**src/hdl/ardk_pkg.sv**
```systemverilog
`timescale 1ns / 1ps

package ardk_pkg;

  localparam int unsigned CFG_IDX_W = 2;
  localparam int unsigned CFG_DATA_W = 16;

  typedef enum logic [CFG_IDX_W-1:0] {
    CFG_MODE      = 2'd0,
    CFG_DERIV_DIM = 2'd1,
    CFG_JITTER    = 2'd2
  } cfg_index_e;

  localparam logic [15:0] JITTER_RESET = 16'd1759;
  localparam logic [4:0] SERIES_TERMS = 5'd24;
  localparam logic [63:0] ONE62 = 64'h4000_0000_0000_0000;

  typedef enum logic [4:0] {
    OP_NONE       = 5'd0,
    OP_CAPTURE    = 5'd1,
    OP_MUL_LOAD   = 5'd2,
    OP_MUL_STEP   = 5'd3,
    OP_ACC        = 5'd4,
    OP_DFAC       = 5'd5,
    OP_EZERO      = 5'd6,
    OP_SER_INIT   = 5'd7,
    OP_DIV_INIT   = 5'd8,
    OP_DIV_STEP   = 5'd9,
    OP_SER_ACC    = 5'd10,
    OP_SER_END    = 5'd11,
    OP_E_UPD      = 5'd12,
    OP_P_UPD      = 5'd13,
    OP_ROUND      = 5'd14,
    OP_VAL_KERNEL = 5'd15,
    OP_VAL_DERIV  = 5'd16,
    OP_FINAL      = 5'd17
  } dp_op_e;

  typedef enum logic [2:0] {
    SEL_MAG_MAG = 3'd0,
    SEL_SQ_W    = 3'd1,
    SEL_MAG_W   = 3'd2,
    SEL_T_F     = 3'd3,
    SEL_E_P     = 3'd4,
    SEL_P_P     = 3'd5,
    SEL_FM_E    = 3'd6
  } mul_sel_e;

  typedef struct packed {
    dp_op_e     op;
    mul_sel_e   sel;
    logic [1:0] step;
    logic       ser_one;
  } ctrl_cmd_t;

  typedef struct packed {
    logic cmd;
    logic in_range;
    logic deriv_hit;
    logic last;
    logic n_big;
    logic ser_one;
    logic k_last;
    logic n_lsb;
    logic mode;
  } dp_status_t;

endpackage

```
**src/hdl/ardk_ctrl.sv**
```systemverilog
`timescale 1ns / 1ps

module ardk_ctrl (
  input  logic                 clk_i,
  input  logic                 rst_ni,
  input  logic                 in_valid_i,
  output logic                 in_stall_o,
  output logic                 out_valid_o,
  input  logic                 out_stall_i,
  input  ardk_pkg::dp_status_t status_i,
  output ardk_pkg::ctrl_cmd_t  cmd_o
);

  typedef enum logic [21:0] {
    S_IDLE      = 22'h000001,
    S_DECIDE    = 22'h000002,
    S_MUL_LOAD  = 22'h000004,
    S_MUL_STEP  = 22'h000008,
    S_SQW       = 22'h000010,
    S_ACC       = 22'h000020,
    S_DFAC      = 22'h000040,
    S_EXP_INIT  = 22'h000080,
    S_SER_MUL   = 22'h000100,
    S_DIV_INIT  = 22'h000200,
    S_DIV       = 22'h000400,
    S_SER_ACC   = 22'h000800,
    S_SER_END   = 22'h001000,
    S_SER2_INIT = 22'h002000,
    S_POW       = 22'h004000,
    S_EUPD      = 22'h008000,
    S_PSQ       = 22'h010000,
    S_PUPD      = 22'h020000,
    S_ROUND     = 22'h040000,
    S_KVAL      = 22'h080000,
    S_DERIV     = 22'h100000,
    S_FINAL     = 22'h200000
  } state_e;

  localparam logic [2:0] PowLast = 3'd4;

  state_e             state_q, state_d, ret_q, ret_d;
  ardk_pkg::mul_sel_e sel_q, sel_d;
  logic [1:0]         step_q, step_d;
  logic [5:0]         div_q, div_d;
  logic [2:0]         pow_q, pow_d;
  logic               out_valid_q, out_valid_d;
  logic               out_free;

  assign out_free = !out_valid_q || !out_stall_i;

  always_comb begin
    state_d = state_q;
    ret_d = ret_q;
    sel_d = sel_q;
    step_d = step_q;
    div_d = div_q;
    pow_d = pow_q;
    out_valid_d = out_valid_q && out_stall_i;
    cmd_o.op = ardk_pkg::OP_NONE;
    cmd_o.sel = sel_q;
    cmd_o.step = step_q;
    cmd_o.ser_one = 1'b0;
    case (state_q)
      S_IDLE: begin
        if (in_valid_i) begin
          cmd_o.op = ardk_pkg::OP_CAPTURE;
          state_d = S_DECIDE;
        end
      end
      S_DECIDE: begin
        if (!status_i.cmd) begin
          state_d = S_IDLE;
        end else if (status_i.in_range) begin
          sel_d = ardk_pkg::SEL_MAG_MAG; ret_d = S_SQW; state_d = S_MUL_LOAD;
        end else if (status_i.last) begin
          state_d = S_EXP_INIT;
        end else begin
          state_d = S_IDLE;
        end
      end
      S_MUL_LOAD: begin
        cmd_o.op = ardk_pkg::OP_MUL_LOAD;
        step_d = 2'd0;
        state_d = S_MUL_STEP;
      end
      S_MUL_STEP: begin
        cmd_o.op = ardk_pkg::OP_MUL_STEP;
        step_d = step_q + 2'd1;
        if (step_q == 2'd3) begin
          state_d = ret_q;
        end
      end
      S_SQW: begin
        sel_d = ardk_pkg::SEL_SQ_W; ret_d = S_ACC; state_d = S_MUL_LOAD;
      end
      S_ACC: begin
        cmd_o.op = ardk_pkg::OP_ACC;
        if (status_i.deriv_hit) begin
          sel_d = ardk_pkg::SEL_MAG_W; ret_d = S_DFAC; state_d = S_MUL_LOAD;
        end else begin
          state_d = status_i.last ? S_EXP_INIT : S_IDLE;
        end
      end
      S_DFAC: begin
        cmd_o.op = ardk_pkg::OP_DFAC;
        state_d = status_i.last ? S_EXP_INIT : S_IDLE;
      end
      S_EXP_INIT: begin
        if (status_i.n_big) begin
          cmd_o.op = ardk_pkg::OP_EZERO;
          state_d = S_ROUND;
        end else begin
          cmd_o.op = ardk_pkg::OP_SER_INIT;
          state_d = S_SER_MUL;
        end
      end
      S_SER_MUL: begin
        sel_d = ardk_pkg::SEL_T_F; ret_d = S_DIV_INIT; state_d = S_MUL_LOAD;
      end
      S_DIV_INIT: begin
        cmd_o.op = ardk_pkg::OP_DIV_INIT;
        div_d = '0;
        state_d = S_DIV;
      end
      S_DIV: begin
        cmd_o.op = ardk_pkg::OP_DIV_STEP;
        div_d = div_q + 6'd1;
        if (div_q == 6'd63) begin
          state_d = S_SER_ACC;
        end
      end
      S_SER_ACC: begin
        cmd_o.op = ardk_pkg::OP_SER_ACC;
        state_d = status_i.k_last ? S_SER_END : S_SER_MUL;
      end
      S_SER_END: begin
        cmd_o.op = ardk_pkg::OP_SER_END;
        pow_d = '0;
        state_d = status_i.ser_one ? S_POW : S_SER2_INIT;
      end
      S_SER2_INIT: begin
        cmd_o.op = ardk_pkg::OP_SER_INIT;
        cmd_o.ser_one = 1'b1;
        state_d = S_SER_MUL;
      end
      S_POW: begin
        if (status_i.n_lsb) begin
          sel_d = ardk_pkg::SEL_E_P; ret_d = S_EUPD; state_d = S_MUL_LOAD;
        end else begin
          state_d = S_PSQ;
        end
      end
      S_EUPD: begin
        cmd_o.op = ardk_pkg::OP_E_UPD;
        state_d = S_PSQ;
      end
      S_PSQ: begin
        sel_d = ardk_pkg::SEL_P_P; ret_d = S_PUPD; state_d = S_MUL_LOAD;
      end
      S_PUPD: begin
        cmd_o.op = ardk_pkg::OP_P_UPD;
        pow_d = pow_q + 3'd1;
        state_d = (pow_q == PowLast) ? S_ROUND : S_POW;
      end
      S_ROUND: begin
        cmd_o.op = ardk_pkg::OP_ROUND;
        if (status_i.mode) begin
          sel_d = ardk_pkg::SEL_FM_E; ret_d = S_DERIV; state_d = S_MUL_LOAD;
        end else begin
          state_d = S_KVAL;
        end
      end
      S_KVAL: begin
        cmd_o.op = ardk_pkg::OP_VAL_KERNEL;
        state_d = S_FINAL;
      end
      S_DERIV: begin
        cmd_o.op = ardk_pkg::OP_VAL_DERIV;
        state_d = S_FINAL;
      end
      S_FINAL: begin
        if (out_free) begin
          cmd_o.op = ardk_pkg::OP_FINAL;
          out_valid_d = 1'b1;
          state_d = S_IDLE;
        end
      end
      default: state_d = S_IDLE;
    endcase
  end

  always_ff @(posedge clk_i or negedge rst_ni) begin
    if (!rst_ni) begin
      state_q <= S_IDLE;
      ret_q <= S_IDLE;
      sel_q <= ardk_pkg::SEL_MAG_MAG;
      step_q <= '0;
      div_q <= '0;
      pow_q <= '0;
      out_valid_q <= 1'b0;
    end else begin
      state_q <= state_d;
      ret_q <= ret_d;
      sel_q <= sel_d;
      step_q <= step_d;
      div_q <= div_d;
      pow_q <= pow_d;
      out_valid_q <= out_valid_d;
    end
  end

  assign in_stall_o = state_q != S_IDLE;
  assign out_valid_o = out_valid_q;

  a_rise_from_final: assert property (@(posedge clk_i) disable iff (!rst_ni)
    $rose(out_valid_q) |-> $past(state_q) == S_FINAL)
    else $error("result raised outside the final state");

  a_accept_leaves_idle: assert property (@(posedge clk_i) disable iff (!rst_ni)
    (in_valid_i && !in_stall_o) |=> state_q == S_DECIDE)
    else $error("input transfer did not start processing");

  a_step_idle: assert property (@(posedge clk_i) disable iff (!rst_ni)
    (state_q != S_MUL_STEP) |-> step_q == 2'd0)
    else $error("multiplier step count left nonzero");

  a_div_count: assert property (@(posedge clk_i) disable iff (!rst_ni)
    (state_q == S_SER_ACC) |-> div_q == 6'd0)
    else $error("division ended before all quotient bits");

endmodule

```
**config.mk**
```make
export PLATFORM = sky130hd
export DESIGN_NAME = ardk_ctrl
export DESIGN_NICKNAME = d
export VERILOG_FILES = /design/src/hdl/ardk_pkg.sv /design/src/hdl/ardk_ctrl.sv
export SDC_FILE = /design/constraint.sdc
export NUM_CORES = 1
export LEC_CHECK = 0
export ABC_AREA = 1
export BUFFER_PORTS_ARGS = -buffer_cell sky130_fd_sc_hd__buf_2
export CAP_MARGIN = 20
export CORE_MARGIN = 4
export CORE_UTILIZATION = 64
export CTS_CLUSTER_DIAMETER = 60
export DETAILED_ROUTE_END_ITERATION = 12
export GPL_ROUTABILITY_DRIVEN = 0
export MAX_ROUTING_LAYER = met4
export PLACE_DENSITY_LB_ADDON = 0.2
export SYNTH_ARGS = -nofsm -noshare
export SYNTH_HDL_FRONTEND = slang
export SYNTH_SLANG_ARGS = --single-unit
```
**constraint.sdc**
```tcl
create_clock -name clk_i -period 4.8 [get_ports clk_i]
set_input_delay 0.48 -clock clk_i [delete_from_list [all_inputs] [get_ports clk_i]]
set_output_delay 0.48 -clock clk_i [all_outputs]
set_load 0.01 [all_outputs]
```
=== Yosys cells after proc, flatten, opt, wreduce, memory -nomap -nowiden ===
Index checks and enable logic that the tools add are counted.

* Bits in registers: 59
* Input port bits: 13
* Output and inout bits: 13
* Word-level logic and storage cells: 94

* Add/sub/neg operators: 3
* Equality and inequality tests: 35
* Mux-type cells: 37
* Reduce and logical (&&, ||, !) cells: 12

{| class="wikitable"
|+ Operator list
! operator !! count
|-
| 22-bit case mux with 19 select lines || 1
|-
| 22-bit 2-to-1 mux || 10
|-
| 22-bit case mux with 7 select lines || 1
|-
| 5-bit case mux with 17 select lines || 1
|-
| 19-bit 2-to-1 mux || 2
|-
| 8-bit 2-to-1 mux || 3
|-
| 22-bit by 1-bit == test with 1-bit output, second input constant || 1
|-
| 22-bit by 10-bit == test with 1-bit output, second input constant || 1
|-
| 22-bit by 11-bit == test with 1-bit output, second input constant || 1
|-
| 22-bit by 12-bit == test with 1-bit output, second input constant || 1
|-
| 22-bit by 13-bit == test with 1-bit output, second input constant || 1
|-
| 22-bit by 14-bit == test with 1-bit output, second input constant || 1
|-
| 22-bit by 15-bit == test with 1-bit output, second input constant || 1
|-
| 22-bit by 16-bit == test with 1-bit output, second input constant || 1
|-
| 22-bit by 17-bit == test with 1-bit output, second input constant || 1
|-
| 22-bit by 18-bit == test with 1-bit output, second input constant || 1
|-
| 22-bit by 19-bit == test with 1-bit output, second input constant || 1
|-
| 22-bit by 2-bit == test with 1-bit output, second input constant || 1
|-
| 22-bit by 20-bit == test with 1-bit output, second input constant || 1
|-
| 22-bit by 21-bit == test with 1-bit output, second input constant || 1
|-
| 22-bit == test, second input constant || 1
|-
| 22-bit by 3-bit == test with 1-bit output, second input constant || 1
|-
| 22-bit by 4-bit == test with 1-bit output, second input constant || 1
|-
| 22-bit by 5-bit == test with 1-bit output, second input constant || 1
|-
| 32 further kinds || 51
|}

=== Logic depth before layout (Yosys ltp) ===
* Depth after elaboration: 4
* Depth in mapped cells: 12
* Depth with buffers taken out: 12

=== Worst setup path after synthesis ===
OpenSTA, ideal clock, no wires.

* Kind: reg2out
* Start: register state_q[8]
* End: output port cmd_o[6] (netlist name)
* Arrival: 1478 ps
* Data required time: 4320 ps
* Path slack: 2842 ps
* Cell stages (with the launch flop): 10
* Path buffers: 0
* Cell sequence: dfrtp_1 nor2_2 nand2_2 nor2_8 nand2_4 nor4_1 nand2_1 o21ai_0 nor2_1 nand2_1

{| class="wikitable"
|+ RTL lines
! what !! RTL line !! text
|-
| from (decl) || ardk_ctrl.sv:41 || <nowiki>state_e state_q, state_d, ret_q, ret_d;</nowiki>
|-
| from (signal assigned) || ardk_ctrl.sv:202 || <nowiki>state_q <= state_d;</nowiki>
|-
| to (decl) || ardk_ctrl.sv:11 || <nowiki>output ardk_pkg::ctrl_cmd_t cmd_o</nowiki>
|}

==> metrics.cfg <==
[cts]
insertion_delay_ns=0.30
cts_tree=done
clock_path_buffers=2
clkSinkCount=45
cts-buffers-inserted=5
clk_pin_slew_ns=0.08
cts-hold-fix-buffers=0
clockRootBuffer=clkbuf_8
h-tree-depth=2
cts_resized=0
postCtsSetupBuffers=0

[finish]
ff_latch_area_mm2=0.00113
num_antenna_cells=0
instances_no_fill=426
drive_gt1_share_pct=24.2
fillers=340
nets=392
multiInputGateArea_mm2=0.00134
area_growth_pct=9.66

[timing]
finClkSkew_ns=0.00597
tns_ns=0
slew_headroom_pct=36.3
fmax_mhz=380
rsz0062_at_grt=no
period_share_pct=54.8
slew_violations=0
min_period_ns=2.63
setup_viol=0
hold_viol_final=0
worst_pin_slew_ns=0.956

[setup_path]
worstSetupPathType=reg2out
worst_path_max_delay_cell=dfrtp_1
cp-end-kind=output port
r2r_slack_ns=2.75
cp_max_fo=7
arrival_ns=2.15
crit_path_start=state_q[13]
ff2ff_path_depth=9
critPathLaunchType=flop
reg2reg_to=state_q[20]
cp_top_family=simple AND/OR/NAND/NOR gates
slowest_delay_ns=0.40
regToRegStartpoint=state_q[13]
critPathBufInv=2
path_cells=nor2_2, nand2_2, nor2_8, nand2_2, nor2_1, inv_1, o21ai_0, nor2_1, nand2_1, buf_2
critPathRequiredTime_ns=4.32

[logic_synthesis]
yosysWarningCount=0
synth_cell_type_count=39
yosysSeqAreaShare_pct=41.3
ys.flop_type=dfrtp_1
synth_area_leaders=dfrtp_1 (39%), nand2_1 (8.2%), inv_1 (7.8%)
synth_enable_flop_cells=0
async_flop_share_pct=100
synth.top_cell.area_share_pct=39.4
yosysTopAreaCell=dfrtp_1
synth_nets=362
synth_cells=345
synth_area_mm2=0.00273
synth_seq_cells=45
postSynthAreaPerCell_um2=7.92

[route]
via_per_inst=5.38
drtAntennaViolNets=0
drtIter0Drc=214
drc=0
drtPass1Iterations=5
via_count=2294
routedWlPerCell_um=14.3
routed_wl_um=6100

[grt]
antenna_found_initial=0
grt_use_total_pct=25.5
grt_max_degree=46
first_global_vias=2228
grt_pass1_wl_um=9960
gr-total-overflow=0

[floorplan]
ios=26
start_util_pct=67.4
core_area_mm2=0.00406
die_area_mm2=0.00538
die_h_um=73.4
row_count=23
dieWidth_um=73.4

[pwr]
p_leak_nw=1.71
peakVddDrop_v=0.000253
p_per_area_mw_per_mm2=381

[placement]
hpwl_um=4810
portBuffers=25
place_inst=418

[run]
max_cap_violations=0

[hold_path]
hold_class=in2async

[outcome]
outcome=finished clean

-- through the flow --
step	util (%)	hold slack, ns	area, um^2	setup WS (ns)	total power, W
6_report	73.9	0.324	3000	2.17	0.00114
3_3_place_gp	71.2	0.446	2890	2.57	0.000855
2_1_floorplan	-	0.184	2730	2.84	0.000772
4_1_cts	73.9	0.342	3000	2.17	0.00115
3_5_place_dp	71.2	0.460	2890	2.51	0.000870
5_1_grt	73.9	0.348	3000	1.99	0.00121
-- cell type report --
type	count	share of cell area (%)
repair buffers	25	4.17
inverters	63	7.89
multi-input cells	235	44.6
well taps	50	2.09
clock inverters	2	1.17
clock buffers	6	2.42
flip-flops and latches	45	37.6
-- worst reg2reg max path, delay by kind of cell (launching register included) --
family	cells	cell delay, ns
and+or+nand+nor	9	1.53
DFF	1	0.40
-- logic make-up after synthesis --
family	count (synthesis)	synth area share [%]
simple gates	196	37.8
fa+ha+maj	4	1.83
buf+inv	65	9.79
xor+xnor	5	1.60
compound gates	30	7.69
flops	45	41.3
-- layer usage --
layer / routed length (um) / vias to the layer above / GRT usage [%]
li1: - / 1149 / -
met1: 2570 / 1062 / 30.8
met2: 3030 / 70 / 42.7
met3: 415 / 13 / 5.20
met4: 83 / 0 / 8.45
met5: 0 / - / -
-- registers in the layout, summed over array words and instances (netlist names) --
name         count
pow_q            3
state_q         22
out_valid_o      1
step_q           2
div_q            6
sel_q            3
ret_q            8
-- how the worst max path moves through the flow --
stage / end / cells after the start / slack, ns
CTS: cmd_o[6] / 10 / 2.17
finish: cmd_o[6] / 10 / 2.17
floorplan: cmd_o[6] / 9 / 2.84
detailed placement: cmd_o[6] / 10 / 2.51
global route: cmd_o[6] / 10 / 1.99
global placement: cmd_o[6] / 10 / 2.57
-- report_power, final --
part           internal [W]  total [W]  switching, W
Sequential         0.000447   0.000495     0.0000476
Clock              0.000154   0.000280      0.000125
Combinational      0.000134   0.000368      0.000233
-- synth_stat cells (2+ instances only) --
cell type and instances:
nor2_8 4, nand3_2 2, nand2_1 60, o21ai_2 7
nor3_1 5, ha_1 4, dfstp_2 2, nand2_2 12
xor2_1 2, nand4_1 8, o21ai_0 10, a22o_1 2
nand3_4 2, nor2_4 2, inv_2 6, nand2_4 2
nand3_1 23, nor2_2 16, o22ai_1 2, a21oi_1 2
nor4_1 4, inv_1 57, dfrtp_1 43, nor2_1 51
xnor2_1 3
-- layout by cell type, fill, tap and decap left out, types with 3 or more instances in the layout --
cell type,instances
nor2_1,51
o21ai_2,7
nand2_1,60
xnor2_1,3
inv_2,6
nor2_8,4
dfrtp_1,43
o21ai_0,10
buf_2,25
nand3_1,23
inv_1,57
ha_1,4
nand4_1,8
nand2_2,12
clkbuf_8,5
nor4_1,4
nor2_2,16
nor3_1,5
No activity file was read; power rests on OpenSTA's default activity.
